## src/sv/nfbu_fifo.sv

```systemverilog
// Small first-in first-out queue of fixed-width words.
module nfbu_fifo #(
	parameter int WIDTH = 8,
	parameter int DEPTH = 4
) (
	input  logic             clk,
	input  logic             arst_n,
	input  logic             push,
	input  logic [WIDTH-1:0] wdata,
	output logic             full,
	input  logic             pop,
	output logic [WIDTH-1:0] rdata,
	output logic             empty
);

	localparam int PTR_W = (DEPTH > 1) ? $clog2(DEPTH) : 1;
	localparam int CNT_W = $clog2(DEPTH + 1);

	logic [WIDTH-1:0] mem_q [DEPTH];
	logic [PTR_W-1:0] wr_ptr_q;
	logic [PTR_W-1:0] rd_ptr_q;
	logic [CNT_W-1:0] count_q;
	logic             do_push;
	logic             do_pop;

	assign full    = (count_q == CNT_W'(DEPTH));
	assign empty   = (count_q == '0);
	assign do_push = push && !full;
	assign do_pop  = pop && !empty;
	assign rdata   = mem_q[rd_ptr_q];

	always_ff @(posedge clk or negedge arst_n) begin
		if (!arst_n) begin
			wr_ptr_q <= '0;
			rd_ptr_q <= '0;
			count_q  <= '0;
		end else begin
			if (do_push) begin
				wr_ptr_q <= (wr_ptr_q == PTR_W'(DEPTH - 1)) ? '0 : wr_ptr_q + 1'b1;
			end
			if (do_pop) begin
				rd_ptr_q <= (rd_ptr_q == PTR_W'(DEPTH - 1)) ? '0 : rd_ptr_q + 1'b1;
			end
			if (do_push && !do_pop) begin
				count_q <= count_q + 1'b1;
			end else if (do_pop && !do_push) begin
				count_q <= count_q - 1'b1;
			end
		end
	end

	always_ff @(posedge clk) begin
		if (do_push) begin
			mem_q[wr_ptr_q] <= wdata;
		end
	end

endmodule

```

## config.mk

```make
export PLATFORM = sky130hd
export DESIGN_NAME = nfbu_fifo
export DESIGN_NICKNAME = d
export VERILOG_FILES = /design/src/sv/nfbu_fifo.sv
export SDC_FILE = /design/constraint.sdc
export NUM_CORES = 1
export LEC_CHECK = 0
export BUFFER_PORTS_ARGS = -buffer_cell sky130_fd_sc_hd__buf_2
export CAP_MARGIN = 10
export CORE_MARGIN = 3
export CORE_UTILIZATION = 50
export DETAILED_ROUTE_END_ITERATION = 7
export HOLD_SLACK_MARGIN = 0.06
export PLACE_DENSITY = 0.81
export SYNTH_ARGS = -nofsm -noshare
export SYNTH_HDL_FRONTEND = slang
export SYNTH_SLANG_ARGS = --single-unit
```

## constraint.sdc

```tcl
create_clock -name clk -period 1.8 [get_ports clk]
set_input_delay 0.27 -clock clk [delete_from_list [all_inputs] [get_ports clk]]
set_output_delay 0.27 -clock clk [all_outputs]
set_load 0.01 [all_outputs]
```

-- Yosys cells after proc, flatten, opt, wreduce, memory -nomap -nowiden
Memory sizes are Yosys's and may differ from the RTL's.
Cells that the tools add are included.
- register bits after elaboration: 7
- bits in latches: 0
- memory bits (writable): 32
- bits in read-only memories: 0
- bits of input ports: 12
- logic and storage cells: 27
- memories kept: 1
- memories (memory ; words ; width ; rd ports ; clocked after memory_dff ; write ports ; RTL line ; RTL):
    mem_q ; 4 ; 8 ; 1 ; 0 ; 1 ; 19 ; logic [WIDTH-1:0] mem_q [DEPTH];
- add/sub/neg operators: 4
- $mul: 0
- divide/modulo/power cells: 0
- order comparisons: 0
- equality and inequality tests: 3
- shift-type cells: 0
- multiplexer cells: 6
- bitwise gates (word level): 0
- reductions and logical operators: 10
- operators by type and width (operator ; number):
    $mux W3 ; 2
    $add A2 B1 Y2 const B ; 2
    $eq A2 B2 Y1 const B ; 2
    $logic_and A1 B1 Y1 ; 4
    $logic_not A1 Y1 ; 4
    $mux W2 ; 2
    $add A3 B1 Y3 const B ; 1
    $eq A3 B3 Y1 const B ; 1
    $logic_not A3 Y1 ; 1
    $sub A3 B1 Y3 const B ; 1
    $mux W1 ; 2
    $reduce_bool A2 Y1 ; 1

-- Depth between registers and ports, before layout
- word-level depth: 7
- gate-level depth with buffers: 8

-- Worst setup path before layout
OpenSTA, ideal clock, no wires.
- kind: register to register
- start: register count_q[0]
- end: register count_q[2]
- arrival: 1.998 ns
- required time: 1.721 ns
- slack: -0.277 ns
- stages on the path, launching flop included: 9
- buffers on the path: 0
- clock period less this slack: 2.077 ns
- cells stage by stage: dfrtp_1 nor3_1 nand2b_4 ha_1 inv_1 fa_1 xor2_1 nor2_1 xor2_1
- cells in the longest elaborated chain, start to end: 6
- elaborated cells between the ends (all ways): 15
- those cells by class: add/sub (2); eq/ne (1); mux (2); reduce/logical (10)
- RTL lines (what ; RTL line ; RTL):
    from (decl) ; 22 ; logic [CNT_W-1:0] count_q;
    from (signal assigned) ; 45 ; count_q <= count_q + 1'b1;
    from (signal assigned) ; 47 ; count_q <= count_q - 1'b1;
    $logic_not A3 Y1 * ; 27 ; assign empty = (count_q == '0);
    net empty ; 13 ; output logic empty
    $logic_not A1 Y1 * ; 29 ; assign do_pop = pop && !empty;
    $logic_and A1 B1 Y1 * ; 29 ;
    $logic_not A1 Y1 ; 44 ; if (do_push && !do_pop) begin
    $logic_and A1 B1 Y1 ; 44 ;
    $mux W3 / $reduce_bool A2 Y1 (equally long branches) ; n/a ;
The timed path passes the listed nets; every way through them passes the cells marked *. The select of a mux whose other input is x is not followed.
A chain may end at the register's enable or synchronous reset.

-- Worst setup path in the final report
- start: register count_q[2]
- end: register count_q[2]
- cells in the longest elaborated chain, start to end: 6
- elaborated cells between the ends (all ways): 15
- those cells by class: add/sub (2); eq/ne (1); mux (2); reduce/logical (10)
- RTL lines (what):
    branches (longest 6 deep; another with $sub A3 B1 Y3)
Several ways; the timed one is not identified. The select of a mux whose other input is x is not followed.

==> results_dict.tcl <==
set metrics [dict create \
    slew_viol_final 0 \
    cts_tree "built" \
    synth_adder_area_share_pct 5.88 \
    layout-area-overhead-vs-synth_pct 28.4 \
    detail-route-antenna-nets 0 \
    cts_buffers 5 \
    synth_top_family_by_area "multiplexers" \
    synth_cell_types 19 \
    wl_per_cell_um 15.1 \
    holdWs_ns 0.150 \
    grt_pass1_wl_mm 4.06 \
    grt_setup_unrepaired "true" \
    setup_tns_ns -0.0884 \
    gp_congestion 0.733 \
    cp_max_fo 3 \
    p_per_area_mw_per_mm2 1690 \
    ys_ff_latch 39 \
    status "finished, violations left" \
    required_ns 2.02 \
    arrival_ns 2.07 \
    port_buffers 21 \
    hold_start "wdata[1]" \
    multiInputGateArea_um2 488 \
    r2r_cells 8 \
    routed_via_density 4.95 \
    cts_max_level 2 \
    timing.rr.end "count_q[2]$_DFFE_PN0P_" \
    whs_endpoint "mem_q[0][1]$_DFFE_PP_" \
    die_h_um 62.9 \
    synthMuxAreaShare_pct 15.5 \
    fill_cells 213 \
    io_pins 22 \
    dr.pass1.iters 4 \
    setup_slack_ns -0.0554 \
    synthXorXnorAreaFrac_pct 1.62 \
    synth_top_area_share_pct 59.4 \
    nets 140 \
    max_clock_freq_ghz 0.539 \
    place_inst 151 \
    violations "setup timing" \
    post-route-period-util_pct 103 \
    skew_ns 0.00551 \
    netlist.top_cell.by_area "edfxtp_1" \
    wl_mm 2.50 \
    final_area_mm2 0.00208 \
    antenna_found_initial 0 \
    grt_usage_pct 14.2 \
    critPathCaptureType "flop" \
    vias 822 \
    yosysWarnings 0 \
    worstSetupPathType "flop to flop" \
    synthSimpleGateAreaFrac_pct 5.49 \
    grt_overflow 0 \
    clk_pin_slew_worst_paths_ns 0.11 \
    die_area_mm2 0.00395 \
    netlist_area_mm2 0.00162 \
    setup_viol 2 \
    synth-compound-area-share_pct 0 \
    grt_pass1_vias 854 \
    seq_area_frac_synth_pct 70.2 \
    start_util_pct 52.6 \
    synth_nets 98 \
    power.leakage_nw 0.814 \
    finalHoldViolCount 0 \
    drt-initial-drc-count 37 \
    hp-class "input pin to flop" \
    period_needed_ns 1.86 \
    startpoint_type "flop" \
    num_rows 20 \
    clk_latency_ns 0.33 \
    reg2reg_from "count_q[2]$_DFFE_PN0P_" \
    final_cells 166 \
    regArea_mm2 0.00114 \
    dp_hpwl_mm 1.80 \
    ir_drop_v 0.000848 \
    diodes 0 \
    ctsRootBufferMaster "clkbuf_4" \
    core-area_mm2 0.00308 \
    grt_max_degree 14 \
    worstMarginPinSlew_ns 0.428 \
    synth.avg_cell_area_um2 20.5 \
    ff2ff_setup_slack_ns -0.06 \
    place_area_mm2 0.00187 \
    hold_depth 1 \
    maxCapViolations 0 \
    relSlewSlack_pct 71.5 \
    drive_above_1_share_pct 54.9 \
    drc 0 \
    die_w_um 62.9 \
    synth_area_leaders "edfxtp_1, mux4_2, dfrtp_1" \
    synthCells 79 \
    cts_buffer_depth 2 \
    clkSinkCount 39 \
]
flip-flops by register name, summed over array words and instances (netlist names):
register	count
mem_q	32
count_q	3
wr_ptr_q	2
rd_ptr_q	2
where the power goes:
part,switching [mW],total (mW),internal (mW),leakage (nW)
combinational,0.547,1.39,0.847,0.390
clock,0.270,0.702,0.432,0.0514
sequential,0.177,1.40,1.23,0.372
routing by layer:
metal | part of all wire, % | global-route usage [%] | up-vias | wire, um
met5 | 0 | 0 | - | 0
met4 | 0.56 | 3.31 | 0 | 14
met3 | 3.5 | 6.12 | 2 | 87
li1 | - | - | 384 | -
met1 | 39 | 16.5 | 419 | 986
met2 | 57 | 24.1 | 17 | 1420
logic make-up (layout without fill, tap and decap cells):
group / after synthesis / count (layout)
mux: 13 / 13
xor+xnor: 3 / 3
fa+ha+maj: 7 / 7
simple gates: 12 / 12
buf+inv: 5 / 48
flops: 39 / 39
cell type report:
cell class / instances / share of cell area, %
Timing Repair Buffer: 37 / 13.4
Inverter: 3 / 0.542
Clock buffer: 5 / 1.81
Clock inverter: 3 / 3.25
Sequential cell: 39 / 54.9
Multi-Input combinational cell: 35 / 23.5
Tap cell: 44 / 2.65
repair_timing:
action                                  4_1_cts  5_1_grt
pin swaps                                     3        3
buffers inserted                              3        3
endpoints found under the hold margin         7        0
endpoints found under the setup margin        7       10
hold buffers                                  1        0
gates resized for setup                       4        5
cells in the final DEF (no fill, tap or decap), drive strengths merged:
cell type,n
dlygate4sd3,1
xnor2,1
clkinvlp,1
nand2b,1
mux4,8
nor2,4
dfrtp,7
buf,36
nor3,1
nand2,1
mux2,5
inv,3
edfxtp,32
nor2b,1
and2,3
fa,1
ha,6
clkbuf,5
nor3b,1
bufinv,2
xor2,2
critical path, stage by stage, from the launching register on:
cell and delay (ns):
dfrtp_2 0.46, nor3_4 0.22, nand2b_4 0.17, ha_4 0.12, inv_2 0.03, fa_2 0.33
xor2_1 0.18, nor2_1 0.08, xor2_1 0.16
Yosys cell counts (all sizes together):
master / number
nor3b: 1
dfrtp: 7
clkbuf: 1
nor2: 4
mux2: 5
nand2b: 1
ha: 6
edfxtp: 32
inv: 3
buf: 1
nand2: 1
mux4: 8
xor2: 2
nor3: 1
and2: 3
fa: 1
xnor2: 1
nor2b: 1
worst max path at each step:
stage,from,endpoint,slack [ns]
final,count_q[2]$_DFFE_PN0P_,count_q[2]$_DFFE_PN0P_,-0.06
after CTS,count_q[1]$_DFFE_PN0P_,count_q[2]$_DFFE_PN0P_,-0.09
after floorplan,count_q[0]$_DFFE_PN0P_,count_q[2]$_DFFE_PN0P_,-0.06
after global routing,count_q[2]$_DFFE_PN0P_,count_q[2]$_DFFE_PN0P_,-0.15
after detailed placement,count_q[2]$_DFFE_PN0P_,count_q[2]$_DFFE_PN0P_,-0.08
after global placement,count_q[2]$_DFFE_PN0P_,count_q[2]$_DFFE_PN0P_,0.03
per-stage QoR:
| step | utilization (%) | worst slack [ns] | total power [mW] |
|---|---|---|---|
| floorplan | - | -0.0588 | 2.18 |
| detailed placement | 60.9 | -0.0840 | 2.63 |
| CTS | 65.9 | -0.0884 | 3.42 |
| global placement | 60.9 | 0.0267 | 2.55 |
| global route | 67.5 | -0.149 | 3.71 |
| finish | 67.5 | -0.0554 | 3.50 |
Power figures use the tool's default switching activity.
