File: src/sv/nfbu_pkg.sv
// Shared types, constants and arithmetic helpers of the neuron forward and backprop unit.
package nfbu_pkg;

	localparam int FRAC_BITS    = 12;
	localparam int TANH_ENTRIES = 1024;
	localparam int ACC_WIDTH    = 40;

	localparam int TANH_IDX_W = $clog2(TANH_ENTRIES);
	// |sum| * TANH_ENTRIES / (4 << 2F) reduces to a right shift.
	localparam int TANH_SHIFT = 2 * FRAC_BITS + 2 - TANH_IDX_W;
	localparam int ONE_Q      = 1 << FRAC_BITS;
	localparam int CF_LEVELS  = 20;

	localparam int MUL_A_W = 32;
	localparam int MUL_B_W = 20;
	localparam int PROD_W  = MUL_A_W + MUL_B_W;

	localparam logic [1:0] CMD_FORWARD  = 2'd0;
	localparam logic [1:0] CMD_OUT_GRAD = 2'd1;
	localparam logic [1:0] CMD_HID_GRAD = 2'd2;
	localparam logic [1:0] CMD_UPDATE   = 2'd3;

	localparam logic [1:0] KIND_ACTIVATION = 2'd0;
	localparam logic [1:0] KIND_GRADIENT   = 2'd1;
	localparam logic [1:0] KIND_UPDATE     = 2'd2;

	localparam logic [1:0] REG_LEARN_RATE = 2'd0;
	localparam logic [1:0] REG_MOMENTUM   = 2'd1;

	typedef enum logic [1:0] {
		OP_FWD   = 2'd0,
		OP_OGRAD = 2'd1,
		OP_HID   = 2'd2,
		OP_UPD   = 2'd3
	} op_kind_t;

	typedef struct packed {
		op_kind_t           op;
		logic signed [15:0] a;
		logic signed [15:0] b;
		logic signed [15:0] od;
		logic               last;
	} op_item_t;

	typedef struct packed {
		logic signed [15:0] value;
		logic signed [15:0] delta;
		logic [1:0]         kind;
		logic               sat;
	} result_t;

	typedef struct packed {
		logic [15:0] learn_rate;
		logic [15:0] momentum;
	} cfg_t;

	typedef struct packed {
		logic signed [15:0] value;
		logic               clipped;
	} clip_t;

	typedef logic [15:0] tanh_rom_t [TANH_ENTRIES];

	// Arithmetic right shift that rounds to nearest, ties away from zero.
	function automatic logic signed [63:0] round_shift(logic signed [63:0] v, int unsigned s);
		logic signed [63:0] bias;
		bias = 64'sd1 <<< (s - 1);
		if (v < 0) begin
			bias = bias - 64'sd1;
		end
		return (v + bias) >>> s;
	endfunction

	function automatic clip_t clip16(logic signed [63:0] v);
		clip_t r;
		r.clipped = 1'b0;
		r.value   = v[15:0];
		if (v > 64'sd32767) begin
			r.clipped = 1'b1;
			r.value   = 16'sh7fff;
		end else if (v < -64'sd32768) begin
			r.clipped = 1'b1;
			r.value   = 16'sh8000;
		end
		return r;
	endfunction

	// Truncating unsigned quotient by shift and subtract, used while the table is built.
	function automatic logic [63:0] udiv64(logic [63:0] n, logic [63:0] d);
		logic [63:0] q;
		logic [63:0] r;
		q = '0;
		r = '0;
		for (int i = 63; i >= 0; i--) begin
			r = {r[62:0], n[i]};
			if (r >= d) begin
				r    = r - d;
				q[i] = 1'b1;
			end
		end
		return q;
	endfunction

	// Table of tanh(i * 4 / TANH_ENTRIES) in Q.12, from a Lambert continued fraction in Q.24.
	function automatic tanh_rom_t build_tanh_rom();
		tanh_rom_t   rom;
		logic [63:0] x;
		logic [63:0] x2;
		logic [63:0] t;
		logic [63:0] y;
		for (int i = 0; i < TANH_ENTRIES; i++) begin
			x  = (64'(i) << 26) / TANH_ENTRIES;
			x2 = (x * x) >> 24;
			t  = 64'(2 * CF_LEVELS + 1) << 24;
			for (int k = CF_LEVELS; k >= 1; k--) begin
				t = (64'(2 * k - 1) << 24) + udiv64(x2 << 24, t);
			end
			y = udiv64(x << 24, t);
			y = (y + (64'd1 << (23 - FRAC_BITS))) >> (24 - FRAC_BITS);
			if (y > 64'(ONE_Q)) begin
				y = 64'(ONE_Q);
			end
			rom[i] = y[15:0];
		end
		return rom;
	endfunction

endpackage

File: src/sv/nfbu_front.sv
// Front end: accepts input words, classifies the command and hands it to the queue.
module nfbu_front (
	input  logic                clk,
	input  logic                arst_n,
	input  logic                push,
	output logic                full,
	input  logic [1:0]          command,
	input  logic signed [15:0]  operand_a,
	input  logic signed [15:0]  operand_b,
	input  logic signed [15:0]  old_delta,
	input  logic                last_term,
	output logic                q_push,
	output nfbu_pkg::op_item_t  q_item,
	input  logic                q_full
);

	import nfbu_pkg::*;

	logic     valid_s1;
	op_item_t item_s1;
	op_item_t decoded;
	logic     accept;

	always_comb begin
		decoded      = '0;
		decoded.a    = operand_a;
		decoded.b    = operand_b;
		decoded.od   = old_delta;
		decoded.last = last_term;
		case (command)
			CMD_FORWARD:  decoded.op = OP_FWD;
			CMD_OUT_GRAD: decoded.op = OP_OGRAD;
			CMD_HID_GRAD: decoded.op = OP_HID;
			CMD_UPDATE:   decoded.op = OP_UPD;
			default:      decoded.op = OP_FWD;
		endcase
	end

	assign full   = valid_s1 && q_full;
	assign accept = push && !full;
	assign q_push = valid_s1 && !q_full;
	assign q_item = item_s1;

	always_ff @(posedge clk or negedge arst_n) begin
		if (!arst_n) begin
			valid_s1 <= 1'b0;
		end else if (accept) begin
			valid_s1 <= 1'b1;
		end else if (q_push) begin
			valid_s1 <= 1'b0;
		end
	end

	always_ff @(posedge clk) begin
		if (accept) begin
			item_s1 <= decoded;
		end
	end

endmodule

File: config.mk
export PLATFORM = sky130hd
export DESIGN_NAME = nfbu_front
export DESIGN_NICKNAME = d
export VERILOG_FILES = /design/src/sv/nfbu_pkg.sv /design/src/sv/nfbu_front.sv
export SDC_FILE = /design/constraint.sdc
export NUM_CORES = 1
export LEC_CHECK = 0
export ABC_CLOCK_PERIOD_IN_PS = 5400
export CORE_MARGIN = 4
export CORE_UTILIZATION = 60
export CTS_BUF_LIST = sky130_fd_sc_hd__clkbuf_4
export DETAILED_ROUTE_END_ITERATION = 10
export DONT_BUFFER_PORTS = 1
export GPL_ROUTABILITY_DRIVEN = 0
export GPL_TIMING_DRIVEN = 0
export PLACE_DENSITY = 0.76
export SYNTH_ARGS = -nofsm -noshare
export SYNTH_HDL_FRONTEND = slang
export SYNTH_SLANG_ARGS = --single-unit
File: constraint.sdc
create_clock -name clk -period 5.4 [get_ports clk]
set_input_delay 1.08 -clock clk [delete_from_list [all_inputs] [get_ports clk]]
set_output_delay 1.08 -clock clk [all_outputs]
set_load 0.02 [all_outputs]
# After elaboration in Yosys (flattened, before gate mapping)
# Index checks and enable logic that the tools add are counted.
[classes]
n_eq_ne = 3
shift = 0
n_reduce_logical = 7
order_cmp = 0
bitwise_logic = 0
div_mod_pow = 0
n_mux = 3
n_addsub = 0
multipliers = 0
[op_table]
columns = ["op", "n"]
rows = [
  ["$pmux 2 s4", 1],
  ["$eq 2x2->1 const B", 2],
  ["$logic_and 1x1->1", 3],
  ["$eq 2x1->1 const B", 1],
  ["$logic_not 1->1", 2],
  ["$logic_not 2->1", 1],
  ["$mux 1", 2],
  ["$reduce_bool 2->1", 1],
]
[totals]
memories = 0
rom_bits = 0
ram_bits = 0
regBits = 52
elab_cells = 19
latchBits = 0
out_inout_bits = 53
in_bits = 55

# Longest topological paths before layout
[depth]
depth_word = 4
mapped_depth = 1
depth_no_buf = 1

# Worst setup path after synthesis
# No wires, ideal clock.
[synth_path]
path_kind = "input to register"
start = "in push"
end = "reg item_s1 (netlist bit q_item[0]) (enable)"
slack_ns = 0.042
arrival_ns = 4.820
setup_time_ns = 0.538
stages = 1
n_path_buf = 0
t_required_ns = 4.862
path_cell_list = "a21boi_0"
[synth_between]
elab_chain_len = 1
[synth_rtl]
columns = ["element", "line_no", "source"]
rows = [
  ["from (decl)", "nfbu_front.sv:5", "input logic push,"],
  ["$logic_and 1x1->1", "nfbu_front.sv:40", "assign accept = push && !full;"],
  ["to (signal assigned)", "nfbu_front.sv:56", "item_s1 <= decoded;"],
  ["to (decl)", "nfbu_front.sv:20", "op_item_t item_s1;"],
]
# No other way between the ends.
# A chain may end at the register's enable or synchronous reset.

# Worst setup path after layout
[layout_path]
start = "in q_full"
end = "out q_push"
[layout_between]
elab_chain_len = 2
[layout_rtl]
columns = ["element", "line_no", "source"]
rows = [
  ["from (decl)", "nfbu_front.sv:14", "input logic q_full"],
  ["$logic_not 1->1", "nfbu_front.sv:41", "assign q_push = valid_s1 && !q_full;"],
  ["$logic_and 1x1->1", "nfbu_front.sv:41", ""],
  ["to (decl)", "nfbu_front.sv:12", "output logic q_push,"],
]
# No other way between the ends.

==> results_dict.tcl <==
set metrics [dict create \
    status "complete, no violations" \
    rows 18 \
    grt_usage_pct 15.7 \
    cp.depth 1 \
    die_h_um 59.6 \
    grt_max_degree 29 \
    endpoint_kind "primary output" \
    synth_cells 58 \
    synthDistinctLibCells 7 \
    clockRootBuffer "clkbuf_4" \
    power_mw 0.685 \
    antenna_found_initial 0 \
    p_sw_share_pct 21.6 \
    critical_path_buf_inv_count 0 \
    cp_top_family "simple AND/OR/NAND/NOR gates" \
    rsz0062_at_grt "false" \
    grt_pass1_vias 575 \
    crit_chain "and2b_2" \
    r2r_slack_ns 3.72 \
    comb_power_share_pct 2.4 \
    critical_path_peak_fanout 4 \
    skew_ns 0.00596 \
    hold_viol_final 0 \
    hpwl_um 2000 \
    fin_area_sq_um 1730 \
    dieWidth_um 59.6 \
    period_needed_ns 2.41 \
    clock-sinks 52 \
    clkSlewWorstSetupHoldPaths_ns 0.12 \
    most-common-layout-cells "edfxtp_1 (51), clkbuf_4 (7), clkbuf_1 (2)" \
    core-area_sq_um 2500 \
    cts_hold_buf 0 \
    avgSynthCellArea_sq_um 27.5 \
    vias 582 \
    worstSetupPathType "input port to primary output" \
    initialDrtViolationCount 20 \
    hold_path.class "input port to asynchronous set/reset pin" \
    power_density_nw_per_um2 396 \
    viasPerCell 6.00 \
    yosysSeqAreaShare_pct 97.5 \
    drc 0 \
    critPathMaxStageDelay_ns 0.25 \
    cts_setup_buffers 0 \
    area_delta_synth_final_pct 8.31 \
    tightest_slew_ns 0.811 \
    leakage_nw 0.566 \
    clockBufferDepth 2 \
    final_layout_size_suffix_gt1_share_pct 17.9 \
    p_int_mw 0.537 \
    syn_area_sq_um 1600 \
    holdWs_ns 0.409 \
    slowest_stage "and2b_2" \
    yosys_warnings 0 \
    cts-htree-levels 2 \
    start_util_pct 63.9 \
    maxSlewViolCount 0 \
    post_cts_resize_count 0 \
    timing.fmax_ghz 0.414 \
    dr.pass1.iters 3 \
    startpoint_type "input port" \
    final_common_cell "edfxtp_1" \
    syn_nets 113 \
    pwr-share-seq_pct 73.9 \
    worst-r2r-cell-count 2 \
    die_area_sq_um 3550 \
    ant_nets 0 \
    min_period_over_period_pct 44.7 \
    dp_cells 89 \
    nNetsFinal 121 \
    wl_per_cell_um 27.3 \
    placed_cell_area_sq_um 1670 \
    peakVddDrop_v 0.000350 \
    drv_cap 0 \
    grt_pass1_wl_um 3590 \
    clkLatencyLatePin_ns 0.35 \
    ys_ff_latch 52 \
    setup_viol 0 \
    power.switching_mw 0.148 \
    cts-buffers-inserted 5 \
    wl_um 2650 \
    cp.required_ns 4.32 \
    port_buffers 0 \
    power.share.clock_pct 23.7 \
    cp.arrival_ns 1.33 \
    relSlewSlack_pct 45.8 \
    ios 108 \
    grt_overflow 0 \
    diodes 0 \
    cts_tree "yes" \
    final_cells 97 \
]
[state kept, by name, indices dropped and copies added, names as in the netlist]
name,count
q_item,51
valid_s1,1
[cells in the mapped netlist, drive strengths merged]
library cell | instances | area share [%]
and2 | 1 | 0.47
edfxtp | 51 | 96
a21o | 1 | 0.55
clkbuf | 2 | 0.47
and2b | 1 | 0.55
a21boi | 1 | 0.47
dfrtp | 1 | 1.6
[worst paths after layout]
check,start,endpoint
hold / removal,arst_n,valid_s1$_DFFE_PN0P_
max in group asynchronous,arst_n,valid_s1$_DFFE_PN0P_
setup reg to reg,valid_s1$_DFFE_PN0P_,q_item[33]$_DFFE_PP_
min in group clk,valid_s1$_DFFE_PN0P_,valid_s1$_DFFE_PN0P_
hold reg to reg,valid_s1$_DFFE_PN0P_,valid_s1$_DFFE_PN0P_
setup / recovery,q_full,q_push
[layout make-up]
| class | count | area (sq um) |
|---|---|---|
| well taps | 30 | 37.5 |
| multi-input cells | 4 | 43.8 |
| repair buffers | 1 | 27.5 |
| clock inverters | 1 | 3.75 |
| clock buffers | 7 | 52.6 |
| flip-flops and latches | 52 | 1560 |
| fillers | 137 | 771 |
| plain buffers | 2 | 7.51 |
[power by group through the flow]
stage               clock network (mW)  registers (mW)  logic [mW]
floorplan                            0           0.515      0.0105
global placement                     0           0.520      0.0122
detailed placement                   0           0.516      0.0170
CTS                              0.168           0.507      0.0170
global route                     0.191           0.509      0.0183
finish                           0.162           0.506      0.0166
[cell families after synthesis]
logic type,count (synthesis),share of synthesized area [%]
flops,52,97.5
compound gates,2,1.02
buf+inv,2,0.470
simple gates,2,1.02
[routing by layer]
layer | part of all wire [%] | vias up | track usage, %
met2 | 50 | 62 | 21.7
met4 | 1.9 | 0 | 8.54
met5 | 0 | - | 0
met1 | 31 | 272 | 15.5
met3 | 17 | 5 | 14.6
li1 | - | 243 | -
[metrics by stage]
step	setup TNS, ns	worst slack (ns)	utilization, %
final	0	2.99	69.2
after detailed placement	0	2.98	66.9
after global placement	-42.72	-0.839	65.4
after global routing	0	2.98	69.2
after floorplan	0	0.0417	-
after CTS	0	2.98	69.2
(Power assumes the default switching activity.)
